[src/rtl/rpvg_pkg.sv]
`default_nettype none
package rpvg_pkg;

    localparam int MAX_SIDES = 16;
    localparam int MIN_SIDES = 3;
    localparam int CORDIC_STEPS = 16;
    localparam logic signed [33:0] CORDIC_GAIN = 34'sd652032875;

    localparam logic [31:0] ATAN_TURN [CORDIC_STEPS] = '{
        32'h20000000, 32'h12E4051E, 32'h09FB385B, 32'h051111D4,
        32'h028B0D43, 32'h0145D7E1, 32'h00A2F61E, 32'h00517C55,
        32'h0028BE53, 32'h00145F2F, 32'h000A2F98, 32'h000517CC,
        32'h00028BE6, 32'h000145F3, 32'h0000A2FA, 32'h0000517D
    };

    typedef enum logic [2:0] {
        OP_EMIT  = 3'd0,
        OP_ROT   = 3'd1,
        OP_MOVE  = 3'd2,
        OP_SCALE = 3'd3,
        OP_LOAD  = 3'd4,
        OP_NOP   = 3'd5
    } t_op;

    typedef enum logic [2:0] {
        CFG_CX   = 3'd0,
        CFG_CY   = 3'd1,
        CFG_RAD  = 3'd2,
        CFG_ANG  = 3'd3,
        CFG_SIDE = 3'd4,
        CFG_RMIN = 3'd5,
        CFG_RMAX = 3'd6
    } t_cfg_idx;

    typedef enum logic [2:0] {
        S_IDLE,
        S_LOAD,
        S_ROT,
        S_MAP,
        S_MUL,
        S_OUT
    } t_state;

    typedef struct packed {
        logic signed [15:0] cx;
        logic signed [15:0] cy;
        logic [11:0]        rad;
        logic [15:0]        ang;
        logic [7:0]         sides;
        logic [11:0]        rmin;
        logic [11:0]        rmax;
    } t_cfg;

    typedef struct packed {
        t_op         op;
        logic        zero_scale;
        logic [15:0] off_x;
        logic [15:0] off_y;
        logic [15:0] ang_off;
        logic [15:0] scale;
    } t_cmd;

    typedef struct packed {
        logic [15:0] x;
        logic [15:0] y;
        logic [3:0]  idx;
        logic        last;
        logic        err;
    } t_res;

    // saturate a 17-bit signed sum to 16 bits
    function automatic logic [15:0] sat17(input logic [16:0] v);
        logic [15:0] r;
        if (v[16] != v[15]) begin
            r = v[16] ? 16'h8000 : 16'h7FFF;
        end else begin
            r = v[15:0];
        end
        return r;
    endfunction

    function automatic logic [11:0] clamp_radius(input logic [19:0] v,
                                                 input logic [11:0] lo,
                                                 input logic [11:0] hi);
        logic [19:0] t;
        t = v;
        if (t < {8'd0, lo}) t = {8'd0, lo};
        if (t > {8'd0, hi}) t = {8'd0, hi};
        return t[11:0];
    endfunction

    // floor(65536 / n) for the clamped side count
    function automatic logic [15:0] step_quo(input logic [4:0] n);
        logic [15:0] q;
        case (n)
            5'd3:    q = 16'd21845;
            5'd4:    q = 16'd16384;
            5'd5:    q = 16'd13107;
            5'd6:    q = 16'd10922;
            5'd7:    q = 16'd9362;
            5'd8:    q = 16'd8192;
            5'd9:    q = 16'd7281;
            5'd10:   q = 16'd6553;
            5'd11:   q = 16'd5957;
            5'd12:   q = 16'd5461;
            5'd13:   q = 16'd5041;
            5'd14:   q = 16'd4681;
            5'd15:   q = 16'd4369;
            default: q = 16'd4096;
        endcase
        return q;
    endfunction

    // twice the remainder of 65536 / n
    function automatic logic [5:0] step_rem(input logic [4:0] n);
        logic [5:0] r;
        case (n)
            5'd3:    r = 6'd2;
            5'd5:    r = 6'd2;
            5'd6:    r = 6'd8;
            5'd7:    r = 6'd4;
            5'd9:    r = 6'd14;
            5'd10:   r = 6'd12;
            5'd11:   r = 6'd18;
            5'd12:   r = 6'd8;
            5'd13:   r = 6'd6;
            5'd14:   r = 6'd4;
            5'd15:   r = 6'd2;
            default: r = 6'd0;
        endcase
        return r;
    endfunction

endpackage
`default_nettype wire

[src/rtl/rpvg_fifo.sv]
`default_nettype none
module rpvg_fifo #(
    parameter int WIDTH = 8,
    parameter int DEPTH = 2
) (
    input  wire logic             i_clk,
    input  wire logic             i_rst_n,
    input  wire logic             i_push,
    input  wire logic [WIDTH-1:0] i_data,
    output logic                  o_full,
    input  wire logic             i_pop,
    output logic [WIDTH-1:0]      o_data,
    output logic                  o_empty
);
    localparam int AW = (DEPTH > 1) ? $clog2(DEPTH) : 1;
    localparam int CW = $clog2(DEPTH + 1);

    logic [WIDTH-1:0] r_mem [DEPTH];
    logic [AW-1:0]    r_wr;
    logic [AW-1:0]    r_rd;
    logic [CW-1:0]    r_cnt;
    logic             wr_en;
    logic             rd_en;

    assign o_full  = (r_cnt == CW'(DEPTH));
    assign o_empty = (r_cnt == '0);
    assign wr_en   = i_push & ~o_full;
    assign rd_en   = i_pop & ~o_empty;
    assign o_data  = r_mem[r_rd];

    always_ff @(posedge i_clk) begin
        if (!i_rst_n) begin
            r_wr  <= '0;
            r_rd  <= '0;
            r_cnt <= '0;
        end else begin
            if (wr_en) begin
                r_wr <= (r_wr == AW'(DEPTH - 1)) ? '0 : r_wr + AW'(1);
            end
            if (rd_en) begin
                r_rd <= (r_rd == AW'(DEPTH - 1)) ? '0 : r_rd + AW'(1);
            end
            r_cnt <= r_cnt + CW'(wr_en) - CW'(rd_en);
        end
    end

    always_ff @(posedge i_clk) begin
        if (wr_en) begin
            r_mem[r_wr] <= i_data;
        end
    end
endmodule
`default_nettype wire

[src/rtl/rpvg_front.sv]
`default_nettype none
module rpvg_front
    import rpvg_pkg::*;
(
    input  wire logic        i_clk,
    input  wire logic        i_rst_n,
    input  wire logic        i_push,
    output logic             o_full,
    input  wire logic [2:0]  i_command,
    input  wire logic [15:0] i_offset_x,
    input  wire logic [15:0] i_offset_y,
    input  wire logic [15:0] i_angle_offset,
    input  wire logic [15:0] i_scale_factor,
    input  wire logic        i_pop,
    output t_cmd             o_cmd,
    output logic             o_empty
);
    t_cmd cmd_in;
    logic [$bits(t_cmd)-1:0] q_out;

    // decode the command code, unknown codes become no-ops
    always_comb begin
        cmd_in = '0;
        case (i_command)
            OP_EMIT:  cmd_in.op = OP_EMIT;
            OP_ROT:   cmd_in.op = OP_ROT;
            OP_MOVE:  cmd_in.op = OP_MOVE;
            OP_SCALE: cmd_in.op = OP_SCALE;
            OP_LOAD:  cmd_in.op = OP_LOAD;
            default:  cmd_in.op = OP_NOP;
        endcase
        cmd_in.zero_scale = (i_scale_factor == 16'd0);
        cmd_in.off_x      = i_offset_x;
        cmd_in.off_y      = i_offset_y;
        cmd_in.ang_off    = i_angle_offset;
        cmd_in.scale      = i_scale_factor;
    end

    rpvg_fifo #(
        .WIDTH ($bits(t_cmd)),
        .DEPTH (2)
    ) u_cmd_q (
        .i_clk   (i_clk),
        .i_rst_n (i_rst_n),
        .i_push  (i_push),
        .i_data  (cmd_in),
        .o_full  (o_full),
        .i_pop   (i_pop),
        .o_data  (q_out),
        .o_empty (o_empty)
    );

    assign o_cmd = t_cmd'(q_out);
endmodule
`default_nettype wire

[src/rtl/rpvg_back.sv]
`default_nettype none
module rpvg_back
    import rpvg_pkg::*;
(
    input  wire logic i_clk,
    input  wire logic i_rst_n,
    input  wire t_cfg i_cfg,
    input  wire logic i_cmd_valid,
    input  wire t_cmd i_cmd,
    output logic      o_cmd_pop,
    input  wire logic i_res_full,
    output logic      o_res_push,
    output t_res      o_res
);
    t_state             r_state, n_state;
    logic signed [15:0] r_cx, n_cx;
    logic signed [15:0] r_cy, n_cy;
    logic [11:0]        r_rad, n_rad;
    logic [15:0]        r_ang, n_ang;
    logic [4:0]         r_n, n_n;
    logic [3:0]         r_k, n_k;
    logic [15:0]        r_step, n_step;
    logic [5:0]         r_rem, n_rem;
    logic [1:0]         r_quad, n_quad;
    logic signed [33:0] r_x, n_x;
    logic signed [33:0] r_y, n_y;
    logic signed [32:0] r_z, n_z;
    logic [3:0]         r_i, n_i;
    logic signed [15:0] r_sn, n_sn;
    logic signed [15:0] r_cs, n_cs;
    logic signed [28:0] r_px, n_px;
    logic signed [28:0] r_py, n_py;

    logic [4:0]         n_clamped;
    logic [15:0]        phase;
    logic [27:0]        scale_prod;
    logic [6:0]         rem_sum;
    logic signed [12:0] rad_s;
    logic signed [33:0] map_s, map_c;

    function automatic logic signed [15:0] to_q15(input logic signed [33:0] v);
        logic signed [34:0] t;
        logic signed [19:0] q;
        logic signed [15:0] r;
        t = 35'(v) + 35'sd16384;
        q = t[34:15];
        if (q > 20'sd32767) begin
            r = 16'sh7FFF;
        end else if (q < -20'sd32768) begin
            r = 16'sh8000;
        end else begin
            r = q[15:0];
        end
        return r;
    endfunction

    function automatic logic [15:0] place(input logic signed [15:0] c,
                                          input logic signed [28:0] p);
        logic signed [29:0] t;
        logic signed [14:0] off;
        t   = 30'(p) + 30'sd16384;
        off = t[29:15];
        return sat17({c[15], c} + {{2{off[14]}}, off});
    endfunction

    always_comb begin
        if (i_cfg.sides < 8'(MIN_SIDES)) begin
            n_clamped = 5'(MIN_SIDES);
        end else if (i_cfg.sides > 8'(MAX_SIDES)) begin
            n_clamped = 5'(MAX_SIDES);
        end else begin
            n_clamped = i_cfg.sides[4:0];
        end
    end

    assign phase      = 16'h8000 - r_ang + r_step;
    assign scale_prod = 28'(r_rad) * 28'(i_cmd.scale);
    assign rem_sum    = 7'(r_rem) + 7'(step_rem(r_n));
    assign rad_s      = {1'b0, r_rad};

    // fold the first-quadrant result into the phase quadrant
    always_comb begin
        case (r_quad)
            2'd0:    begin map_s = r_y;  map_c = r_x;  end
            2'd1:    begin map_s = r_x;  map_c = -r_y; end
            2'd2:    begin map_s = -r_y; map_c = -r_x; end
            default: begin map_s = -r_x; map_c = r_y;  end
        endcase
    end

    always_comb begin
        n_state = r_state;
        n_cx = r_cx;  n_cy = r_cy;  n_rad = r_rad;  n_ang = r_ang;
        n_n = r_n;  n_k = r_k;  n_step = r_step;  n_rem = r_rem;
        n_quad = r_quad;  n_x = r_x;  n_y = r_y;  n_z = r_z;  n_i = r_i;
        n_sn = r_sn;  n_cs = r_cs;  n_px = r_px;  n_py = r_py;
        o_cmd_pop  = 1'b0;
        o_res_push = 1'b0;
        o_res      = '0;
        o_res.last = 1'b1;
        case (r_state)
            S_IDLE: begin
                if (i_cmd_valid) begin
                    if (i_cmd.op == OP_EMIT) begin
                        o_cmd_pop = 1'b1;
                        n_n       = n_clamped;
                        n_k       = '0;
                        n_step    = '0;
                        n_rem     = 6'(n_clamped);
                        n_state   = S_LOAD;
                    end else if (!i_res_full) begin
                        o_cmd_pop  = 1'b1;
                        o_res_push = 1'b1;
                        case (i_cmd.op)
                            OP_ROT: n_ang = r_ang + i_cmd.ang_off;
                            OP_MOVE: begin
                                n_cx = sat17({r_cx[15], r_cx} +
                                             {i_cmd.off_x[15], i_cmd.off_x});
                                n_cy = sat17({r_cy[15], r_cy} +
                                             {i_cmd.off_y[15], i_cmd.off_y});
                            end
                            OP_SCALE: begin
                                if (i_cmd.zero_scale) begin
                                    o_res.err = 1'b1;
                                end else begin
                                    n_rad = clamp_radius(scale_prod[27:8],
                                                         i_cfg.rmin, i_cfg.rmax);
                                end
                            end
                            OP_LOAD: begin
                                n_cx  = i_cfg.cx;
                                n_cy  = i_cfg.cy;
                                n_rad = clamp_radius({8'd0, i_cfg.rad},
                                                     i_cfg.rmin, i_cfg.rmax);
                                n_ang = i_cfg.ang;
                            end
                            default: ;
                        endcase
                    end
                end
            end
            S_LOAD: begin
                n_quad  = phase[15:14];
                n_x     = CORDIC_GAIN;
                n_y     = '0;
                n_z     = {3'b000, phase[13:0], 16'd0};
                n_i     = '0;
                n_state = S_ROT;
            end
            S_ROT: begin
                if (!r_z[32]) begin
                    n_x = r_x - (r_y >>> r_i);
                    n_y = r_y + (r_x >>> r_i);
                    n_z = r_z - {1'b0, ATAN_TURN[r_i]};
                end else begin
                    n_x = r_x + (r_y >>> r_i);
                    n_y = r_y - (r_x >>> r_i);
                    n_z = r_z + {1'b0, ATAN_TURN[r_i]};
                end
                n_i = r_i + 4'd1;
                if (r_i == 4'(CORDIC_STEPS - 1)) begin
                    n_state = S_MAP;
                end
            end
            S_MAP: begin
                n_sn    = to_q15(map_s);
                n_cs    = to_q15(map_c);
                n_state = S_MUL;
            end
            S_MUL: begin
                n_px    = rad_s * r_sn;
                n_py    = rad_s * r_cs;
                n_state = S_OUT;
            end
            S_OUT: begin
                if (!i_res_full) begin
                    o_res_push = 1'b1;
                    o_res.x    = place(r_cx, r_px);
                    o_res.y    = place(r_cy, r_py);
                    o_res.idx  = r_k;
                    o_res.last = ({1'b0, r_k} == r_n - 5'd1);
                    if (o_res.last) begin
                        n_k     = '0;
                        n_state = S_IDLE;
                    end else begin
                        // next rounded step of one turn over n
                        n_k = r_k + 4'd1;
                        if (rem_sum >= {1'b0, r_n, 1'b0}) begin
                            n_rem  = 6'(rem_sum - {1'b0, r_n, 1'b0});
                            n_step = r_step + step_quo(r_n) + 16'd1;
                        end else begin
                            n_rem  = rem_sum[5:0];
                            n_step = r_step + step_quo(r_n);
                        end
                        n_state = S_LOAD;
                    end
                end
            end
            default: n_state = S_IDLE;
        endcase
    end

    always_ff @(posedge i_clk) begin
        if (!i_rst_n) begin
            r_state <= S_IDLE;
            r_cx    <= '0;
            r_cy    <= '0;
            r_rad   <= 12'd64;
            r_ang   <= '0;
            r_k     <= '0;
        end else begin
            r_state <= n_state;
            r_cx    <= n_cx;
            r_cy    <= n_cy;
            r_rad   <= n_rad;
            r_ang   <= n_ang;
            r_k     <= n_k;
        end
    end

    always_ff @(posedge i_clk) begin
        r_n    <= n_n;
        r_step <= n_step;
        r_rem  <= n_rem;
        r_quad <= n_quad;
        r_x    <= n_x;
        r_y    <= n_y;
        r_z    <= n_z;
        r_i    <= n_i;
        r_sn   <= n_sn;
        r_cs   <= n_cs;
        r_px   <= n_px;
        r_py   <= n_py;
    end
endmodule
`default_nettype wire

[src/rtl/regular_polygon_vertex_gen.sv]
`default_nettype none
// regular polygon vertex generator: keeps a center, radius and rotation angle
// and executes one command per item (emit, rotate, move, scale, reload).
// emit returns n vertices (n = side_count clamped to 3..16), the last one
// marked; every other command returns one item with zero coordinates and
// last set, error set for a zero scale factor. commands enter a two-entry
// queue, so the source keeps pushing while the back end works; results leave
// through a two-entry queue, which holds results for a stalled consumer. a
// non-emit command is popped and answered in the same cycle. each vertex
// passes through phase setup, 16 cordic iterations on one shared shift-add
// unit, quadrant fold, multiply by radius and output. configuration
// registers are written through i_cfg_we / i_cfg_addr / i_cfg_data; the
// user must write them only while the block is idle; it does not check.
module regular_polygon_vertex_gen
    import rpvg_pkg::*;
(
    input  wire logic        i_clk,
    input  wire logic        i_rst_n,
    input  wire logic        push,
    output logic             full,
    input  wire logic [2:0]  i_command,
    input  wire logic [15:0] i_offset_x,
    input  wire logic [15:0] i_offset_y,
    input  wire logic [15:0] i_angle_offset,
    input  wire logic [15:0] i_scale_factor,
    output logic             empty,
    input  wire logic        pop,
    output logic [15:0]      o_vertex_x,
    output logic [15:0]      o_vertex_y,
    output logic [3:0]       o_vertex_index,
    output logic             o_last,
    output logic             o_error,
    input  wire logic        i_cfg_we,
    input  wire logic [2:0]  i_cfg_addr,
    input  wire logic [15:0] i_cfg_data
);
    t_cfg r_cfg;
    t_cmd cmd;
    logic cmd_empty;
    logic cmd_pop;
    logic res_full;
    logic res_push;
    t_res res_in;
    logic [$bits(t_res)-1:0] res_bits;
    t_res res_out;

    // configuration registers
    always_ff @(posedge i_clk) begin
        if (!i_rst_n) begin
            r_cfg.cx    <= '0;
            r_cfg.cy    <= '0;
            r_cfg.rad   <= 12'd64;
            r_cfg.ang   <= '0;
            r_cfg.sides <= 8'd6;
            r_cfg.rmin  <= 12'd1;
            r_cfg.rmax  <= 12'd4095;
        end else if (i_cfg_we) begin
            case (t_cfg_idx'(i_cfg_addr))
                CFG_CX:   r_cfg.cx    <= i_cfg_data;
                CFG_CY:   r_cfg.cy    <= i_cfg_data;
                CFG_RAD:  r_cfg.rad   <= i_cfg_data[11:0];
                CFG_ANG:  r_cfg.ang   <= i_cfg_data;
                CFG_SIDE: r_cfg.sides <= i_cfg_data[7:0];
                CFG_RMIN: r_cfg.rmin  <= i_cfg_data[11:0];
                CFG_RMAX: r_cfg.rmax  <= i_cfg_data[11:0];
                default: ;
            endcase
        end
    end

    // front: decode and queue commands
    rpvg_front u_front (
        .i_clk          (i_clk),
        .i_rst_n        (i_rst_n),
        .i_push         (push),
        .o_full         (full),
        .i_command      (i_command),
        .i_offset_x     (i_offset_x),
        .i_offset_y     (i_offset_y),
        .i_angle_offset (i_angle_offset),
        .i_scale_factor (i_scale_factor),
        .i_pop          (cmd_pop),
        .o_cmd          (cmd),
        .o_empty        (cmd_empty)
    );

    // back: placement state and the vertex engine
    rpvg_back u_back (
        .i_clk       (i_clk),
        .i_rst_n     (i_rst_n),
        .i_cfg       (r_cfg),
        .i_cmd_valid (~cmd_empty),
        .i_cmd       (cmd),
        .o_cmd_pop   (cmd_pop),
        .i_res_full  (res_full),
        .o_res_push  (res_push),
        .o_res       (res_in)
    );

    // result queue toward the consumer
    rpvg_fifo #(
        .WIDTH ($bits(t_res)),
        .DEPTH (2)
    ) u_res_q (
        .i_clk   (i_clk),
        .i_rst_n (i_rst_n),
        .i_push  (res_push),
        .i_data  (res_in),
        .o_full  (res_full),
        .i_pop   (pop),
        .o_data  (res_bits),
        .o_empty (empty)
    );

    assign res_out        = t_res'(res_bits);
    assign o_vertex_x     = res_out.x;
    assign o_vertex_y     = res_out.y;
    assign o_vertex_index = res_out.idx;
    assign o_last         = res_out.last;
    assign o_error        = res_out.err;
endmodule
`default_nettype wire

[config.mk]
export PLATFORM = sky130hd
export DESIGN_NAME = regular_polygon_vertex_gen
export DESIGN_NICKNAME = d
export VERILOG_FILES = /design/src/rtl/rpvg_pkg.sv /design/src/rtl/rpvg_fifo.sv /design/src/rtl/rpvg_front.sv /design/src/rtl/rpvg_back.sv /design/src/rtl/regular_polygon_vertex_gen.sv
export SDC_FILE = /design/constraint.sdc
export NUM_CORES = 2
export LEC_CHECK = 0
export ABC_AREA = 1
export BUFFER_PORTS_ARGS = -buffer_cell sky130_fd_sc_hd__buf_2
export CAP_MARGIN = 0
export CORE_UTILIZATION = 30
export DETAILED_ROUTE_END_ITERATION = 10
export PLACE_DENSITY = 0.49
export SETUP_SLACK_MARGIN = 0.2
export SYNTH_ARGS = -nofsm -noshare
export SYNTH_HDL_FRONTEND = slang
export SYNTH_SLANG_ARGS = --single-unit
[constraint.sdc]
create_clock -name i_clk -period 7.8 [get_ports i_clk]
set_input_delay 1.17 -clock i_clk [delete_from_list [all_inputs] [get_ports i_clk]]
set_output_delay 1.17 -clock i_clk [all_outputs]
set_load 0.1 [all_outputs]
## Word level (Yosys, flattened, before mapping)

Memories as Yosys holds them, arrays and structs flattened. A register that Yosys moved wholly into a read port is not among the register bits.
Cells that the tools add are included.

- Reductions and logical operators: 27
- $add $sub $neg: 35
- Bitwise gates (word level): 10
- Div/mod/pow operators: 0
- Multiplexer cells: 108
- Order comparisons: 12
- Multipliers: 3
- Equal/unequal tests: 35
- Shift operators: 2

Operators with widths:

| cell | count |
|---|---|
| 16-bit 2-to-1 mux | 25 |
| 20-bit 2-to-1 mux | 12 |
| 34-bit case mux with 3 select lines | 2 |
| 34-bit case mux with 2 select lines | 2 |
| 16-bit case mux with 2 select lines | 4 |
| 37-bit 2-to-1 mux | 2 |
| 34-bit by 16-bit adder with 35-bit output, second input constant | 2 |
| 34-bit adder | 2 |
| 34-bit 2-to-1 mux | 2 |
| 34-bit negation | 2 |
| 34-bit by 4-bit >>> shifter with 34-bit output | 2 |
| 34-bit subtractor | 2 |
| 33-bit case mux with 2 select lines | 1 |
| 16-bit adder | 4 |
| 32-bit 2-to-1 mux | 2 |
| 29-bit by 16-bit adder with 30-bit output, second input constant | 2 |
| 13-bit by 16-bit multiplier with 29-bit output | 2 |
| 12-bit 2-to-1 mux | 4 |
| 20-bit by 12-bit > comparator with 1-bit output | 2 |
| 20-bit by 16-bit > comparator with 1-bit output, second input constant | 2 |
| 20-bit by 16-bit < comparator with 1-bit output, second input constant | 2 |
| 6-bit 2-to-1 mux | 6 |
| 16-bit by 15-bit adder with 17-bit output | 2 |
| 16-bit by 16-bit adder with 17-bit output | 2 |
| other kinds (51) | 142 |

- Memories kept: 6
- RAM bits: 212
- Input bits: 91
- Flip-flop bits (word level): 391
- Latch bits: 0
- Memory bits (read-only): 1,056
- Output and inout port bits: 40

Memory list:

| name | depth | width | read ports | clocked after memory_dff | wr ports | line | source |
|---|---|---|---|---|---|---|---|
| (no name shown) | 16 | 32 | 1 | 0 | 0 | rpvg_back.sv:154 | `n_z = r_z - {1'b0, ATAN_TURN[r_i]};` |
| (no name shown) | 16 | 15 | 1 | 1 | 0 | rpvg_pkg.sv:95 | `case (n)` |
| (no name shown) | 16 | 15 | 1 | 1 | 0 | rpvg_pkg.sv:95 |  |
| u_front.u_cmd_q.r_mem | 2 | 68 | 1 | 1 | 1 | rpvg_fifo.sv:18 | `logic [WIDTH-1:0] r_mem [DEPTH];` |
| u_res_q.r_mem | 2 | 38 | 1 | 1 | 1 | rpvg_fifo.sv:18 |  |
| (no name shown) | 16 | 4 | 1 | 1 | 0 | rpvg_pkg.sv:117 | `case (n)` |

## Logic depth before layout (Yosys ltp)

- Depth in word-level cells: 13
- Mapped depth: 51
- Gate-level depth less buffers: 49

## Modules after synthesis

From an unflattened synthesis, not the netlist that was laid out.

- Cells, all modules: 8,807
- Area, all modules: 65,834.4 um^2

By module, submodules not included:

| module | sequential area each (um^2) | area an instance (um^2) | cells an instance | times used |
|---|---|---|---|---|
| rpvg_back | 7,607.3 | 53,741.5 | 7,853 | 1 |
| rpvg_fifo (u_front.u_cmd_q) | 4,184.0 | 5,245.0 | 250 | 1 |
| regular_polygon_vertex_gen | 1,841.8 | 3,653.5 | 517 | 1 |
| rpvg_fifo (u_res_q) | 2,382.3 | 3,071.7 | 156 | 1 |
| rpvg_front | 0.0 | 122.6 | 31 | 1 |

## Least setup slack after synthesis

No wires, ideal clock.

- Path kind: register to register
- Start point: register (tool-made name)
- End point: register u_back.r_rad[2]
- Clock period less this slack: 7,869 ps
- Cell stages (with the launch flop): 48
- Slack: -69 ps
- Setup time: 119 ps
- Data arrival time: 7,749 ps
- Data required time: 7,681 ps
- Path buffers: 4
- Cell sequence: dfxtp_1 -> clkbuf_1 -> clkbuf_1 -> o21ai_0 -> inv_1 -> nand2_1 -> fa_1 -> fa_1 -> inv_1 -> ha_1 -> fa_1 -> inv_1 -> fa_1 -> inv_1 -> ha_1 -> nand2_1 -> inv_1 -> a21oi_1 -> (+12 left out) -> nand2_1 -> buf_2 -> nand2_1 -> nand2_1 -> ha_1 -> nand2_1 -> inv_1 -> nand3_1 -> a31oi_1 -> a2111oi_0 -> nand2_1 -> nand2_1 -> nand2_2 -> inv_2 -> buf_2 -> nand3_1 -> nand2_1 -> a21oi_1

RTL lines:

| item | line | source |
|---|---|---|
| end signal: assignment | rpvg_back.sv:215 | `r_rad <= n_rad;` |
| end: declaration | rpvg_back.sv:18 | `logic [11:0] r_rad, n_rad;` |

==> run_results.csv <==
group,metric,value,unit
cells_and_area,instances_no_fill,11890,
place,dp.cells,11680,
timing,tightest_slew,1.096,ns
synth,synth_cells,8717,
clock_network,cts_buffer_depth,3,
clock_network,clock-sinks,596,
critical_path,worstPathRequired,8.46,ns
synth,synth-compound-area-share,0.1303,
synth,synth_fa_ha_area_frac,0.2484,
global_routing,overflow,0,
floorplan,core_area,217200,um2
critical_path,regToRegEndpoint,"u_back.r_rad[4]",
timing,rsz0062_at_grt,"true",
run_status,status,"finished, final reports clean",
timing,hold_viol,0,
critical_path,critPathBufInv,12,
synth,synthDistinctLibCells,79,
critical_path,r2r_setup_slack,0.03,ns
floorplan,die_y,469.3,um
route,first_pass_iters,7,
synth,ys.flop_type,"edfxtp_1",
timing,fin_crit,7.772,ns
timing,layout_setup_ws,0.02779,ns
synth,synth_xor_area_frac,0.03837,
critical_path,max_stage_delay,0.54,ns
clock_network,root_buffer,"clkbuf_16",
synth,seq_area_frac_synth,0.2445,
critical_path,crit_slowest_cell,"fa_1",
critical_path,worst-path-stages,42,
floorplan,num_io_pins,131,
synth,syn_area,65510,um2
clock_network,numCtsBuffers,77,
synth,synthSimpleGateAreaFrac,0.2143,
floorplan,num_rows,171,
synth,async_reset_ff_frac,0,
synth,synth-seq-cells,596,
clock_network,cts_tree,"yes",
cells_and_area,syn2layout_area_growth,14.79,%
route,wl_per_cell,18.64,um
cells_and_area,finalNetCount,10050,
critical_path,cpLargestDelayFamily,"adder cells",
synth,yosys_warnings,0,
synth,syn_area_per_cell,7.516,um2
critical_path,crit_top_cell,"fa_1",
job,max-cap-violations,0,
route,vias,58030,
timing,slew_headroom,0.2682,
route,drcViolationCount,0,
timing,maxSlewViolCount,0,
global_routing,grt_max_degree,85,
route,viasPerCell,4.881,
clock_network,clkTransAtPathRegs,0.06,ns
critical_path,rr_worst_depth,42,
critical_path,critical_path.endpoint_type,"flop",
timing,final-setup-viol-count,0,
place,placement.setup.worst_slack,-0.6830,ns
route,ant_nets,0,
critical_path,critPathArrivalTime,8.44,ns
place,place_hpwl,172900,um
critical_path,startpoint_type,"flop",
clock_network,cts-htree-levels,3,
timing,min_period_over_period,0.9964,
cells_and_area,utilization,0.3463,
worst_hold_path,hold_depth,2,
floorplan,die_x,469.3,um
critical_path,critPathMaxFanout,8,
cells_and_area,layout-drive-gt1-share,0.1208,
synth,synth-edff-count,408,
global_routing,antenna_found_initial,18,
worst_hold_path,hold_start,"r_cfg[34]",
timing,final.setup_skew,0.06618,ns
place,place_congestion,0.9208,
timing,max_freq,128.7,MHz
critical_path,crit_type,"reg2reg",
worst_hold_path,hp-class,"reg2reg",
global_routing,grt_pass1_wl,340300,um
place,port_buffers,130,
global_routing,track_usage,0.1973,
route,routed_wl,221600,um
floorplan,start_util,0.3017,
synth,synthMuxAreaShare,0.01583,
global_routing,first_global_vias,57560,
worst_hold_path,min_to,"r_cfg[34]",
route,dr.first_iter.drc_count,4010,
synth,synth_top_family_by_area,"adder cells",
synth,synth_nets,9805,
clock_network,clkLatencyLatePin,0.75,ns
cells_and_area,nFillCells,22980,
floorplan,dieArea,220200,um2
-- repair_timing --
item	4_1_cts	5_1_grt
setup buffers	28	21
setup endpoints to repair	12	12
hold buffers	0	0
gates resized for setup	149	180
pin swaps	68	76
gates cloned	4	1
-- per-layer routing --
layer / up-vias / track usage / share of wire
met3: 269 / 0.02361 / 0.045
met1: 28040 / 0.2671 / 0.46
met5: - / 0 / 0
met2: 1333 / 0.3293 / 0.47
li1: 28390 / - / -
met4: 0 / 0.05468 / 0.027
-- worst register-to-register path, delay by kind of cell (launching register included) --
kind,cells,cell delay (ns)
AOI/OAI and AO/OA,7,1.03
DFF,1,0.47
xor gates and xnor gates,1,0.17
adders and majority gates,8,3.24
buffers and inverters,12,1.23
and+or+nand+nor,14,1.55
-- final cells by class --
cell class                 instances  area, um2  area share
antenna                            8      20.02   0.0002662
clock buffer                     103       2173     0.02890
clock inverter                    41      511.7    0.006805
inverter                        1539       5844     0.07772
multi-input combinational       6297      43730      0.5815
sequential                       596      16040      0.2132
tap                             2854       3571     0.04749
timing repair buffer             450       3297     0.04384
timing repair inverter             2      20.02   0.0002662
-- stage by stage --
step	cell area, um2	TNS (ns)	hold WS [ns]
2_1_floorplan	65550	0	0.4184
3_3_place_gp	70640	-8.041	0.4282
3_5_place_dp	70640	-8.060	0.4408
4_1_cts	74210	-0.4831	0.4513
5_1_grt	75200	-4.033	0.4727
6_report	75200	0	0.4521
-- synth_stat cells (all sizes together) (51+ instances only) --
cell type | count | area [um2]
fa | 506 | 10130
or2 | 64 | 400.4
nand4 | 58 | 375.4
nand3 | 298 | 1569
inv | 1525 | 5727
o21ai | 674 | 3430
xor2 | 198 | 1734
a21oi | 639 | 3209
clkbuf | 197 | 744.5
edfxtp | 408 | 12250
nor3 | 61 | 336.6
mux2i | 51 | 609.3
buf | 88 | 573.0
ha | 491 | 6143
o211ai | 51 | 392.9
nor2 | 742 | 3083
nand2 | 2097 | 7979
xnor2 | 89 | 779.5
dfxtp | 188 | 3764
-- cells in the final DEF (no fill, tap or decap), types with 16 or more instances in the layout --
cell,netlist,final
o31ai_1,19,19
a21o_1,23,23
ha_1,491,466
o21a_1,32,32
nor4_1,18,16
buf_4,9,288
buf_2,32,129
nor3_1,56,53
or2_4,0,16
nor2_4,18,31
o21ai_1,123,123
a21oi_2,0,17
nand3_1,287,273
dfxtp_1,188,174
clkbuf_16,0,82
edfxtp_1,408,408
xor2_1,198,196
inv_1,1500,1474
nand2_4,2,21
nand4_1,56,56
xnor2_1,89,85
nor2_2,39,49
a31oi_1,26,23
nand2_2,37,94
buf_6,21,21
or2_2,56,40
inv_2,24,46
fa_1,506,496
o211ai_1,49,49
mux2_2,38,38
nor2_1,681,658
nand3_2,8,17
a21oi_1,638,615
ha_4,0,24
o21ai_0,538,535
mux2i_1,41,41
nand2_1,2058,1977
-- registers in the layout, summed over array words and instances (netlist names), 33 cells and up, named ones only --
signal,count
r_cfg,92
u_back.r_y,34
u_back.r_z,33
u_front.u_cmd_q.r_mem,136
u_back.r_x,34
u_res_q.r_mem,76
-- cells by family after synthesis --
family,count (synthesis)
AND/OR/NAND/NOR,3363
buffers and inverters,1824
AO/OA/AOI/OAI,1561
adder cells (fa/ha/maj),997
flip-flops,596
XOR/XNOR,287
multiplexers,89
-- worst max path at each step --
stage / end / from / slack [ns]
after floorplan: u_back.r_rad[2] / flop / 0.20
after detailed placement: u_back.r_rad[0] / flop / -0.68
after CTS: u_back.r_rad[4] / flop / -0.06
final: u_back.r_rad[4] / flop / 0.03
after global placement: u_back.r_rad[1] / flop / -0.68
after global routing: u_back.r_rad[4] / flop / -0.36
Power is left out: the tool's default activity adds up to more than one toggle a clock period on the data nets, which glitch-free logic cannot reach.
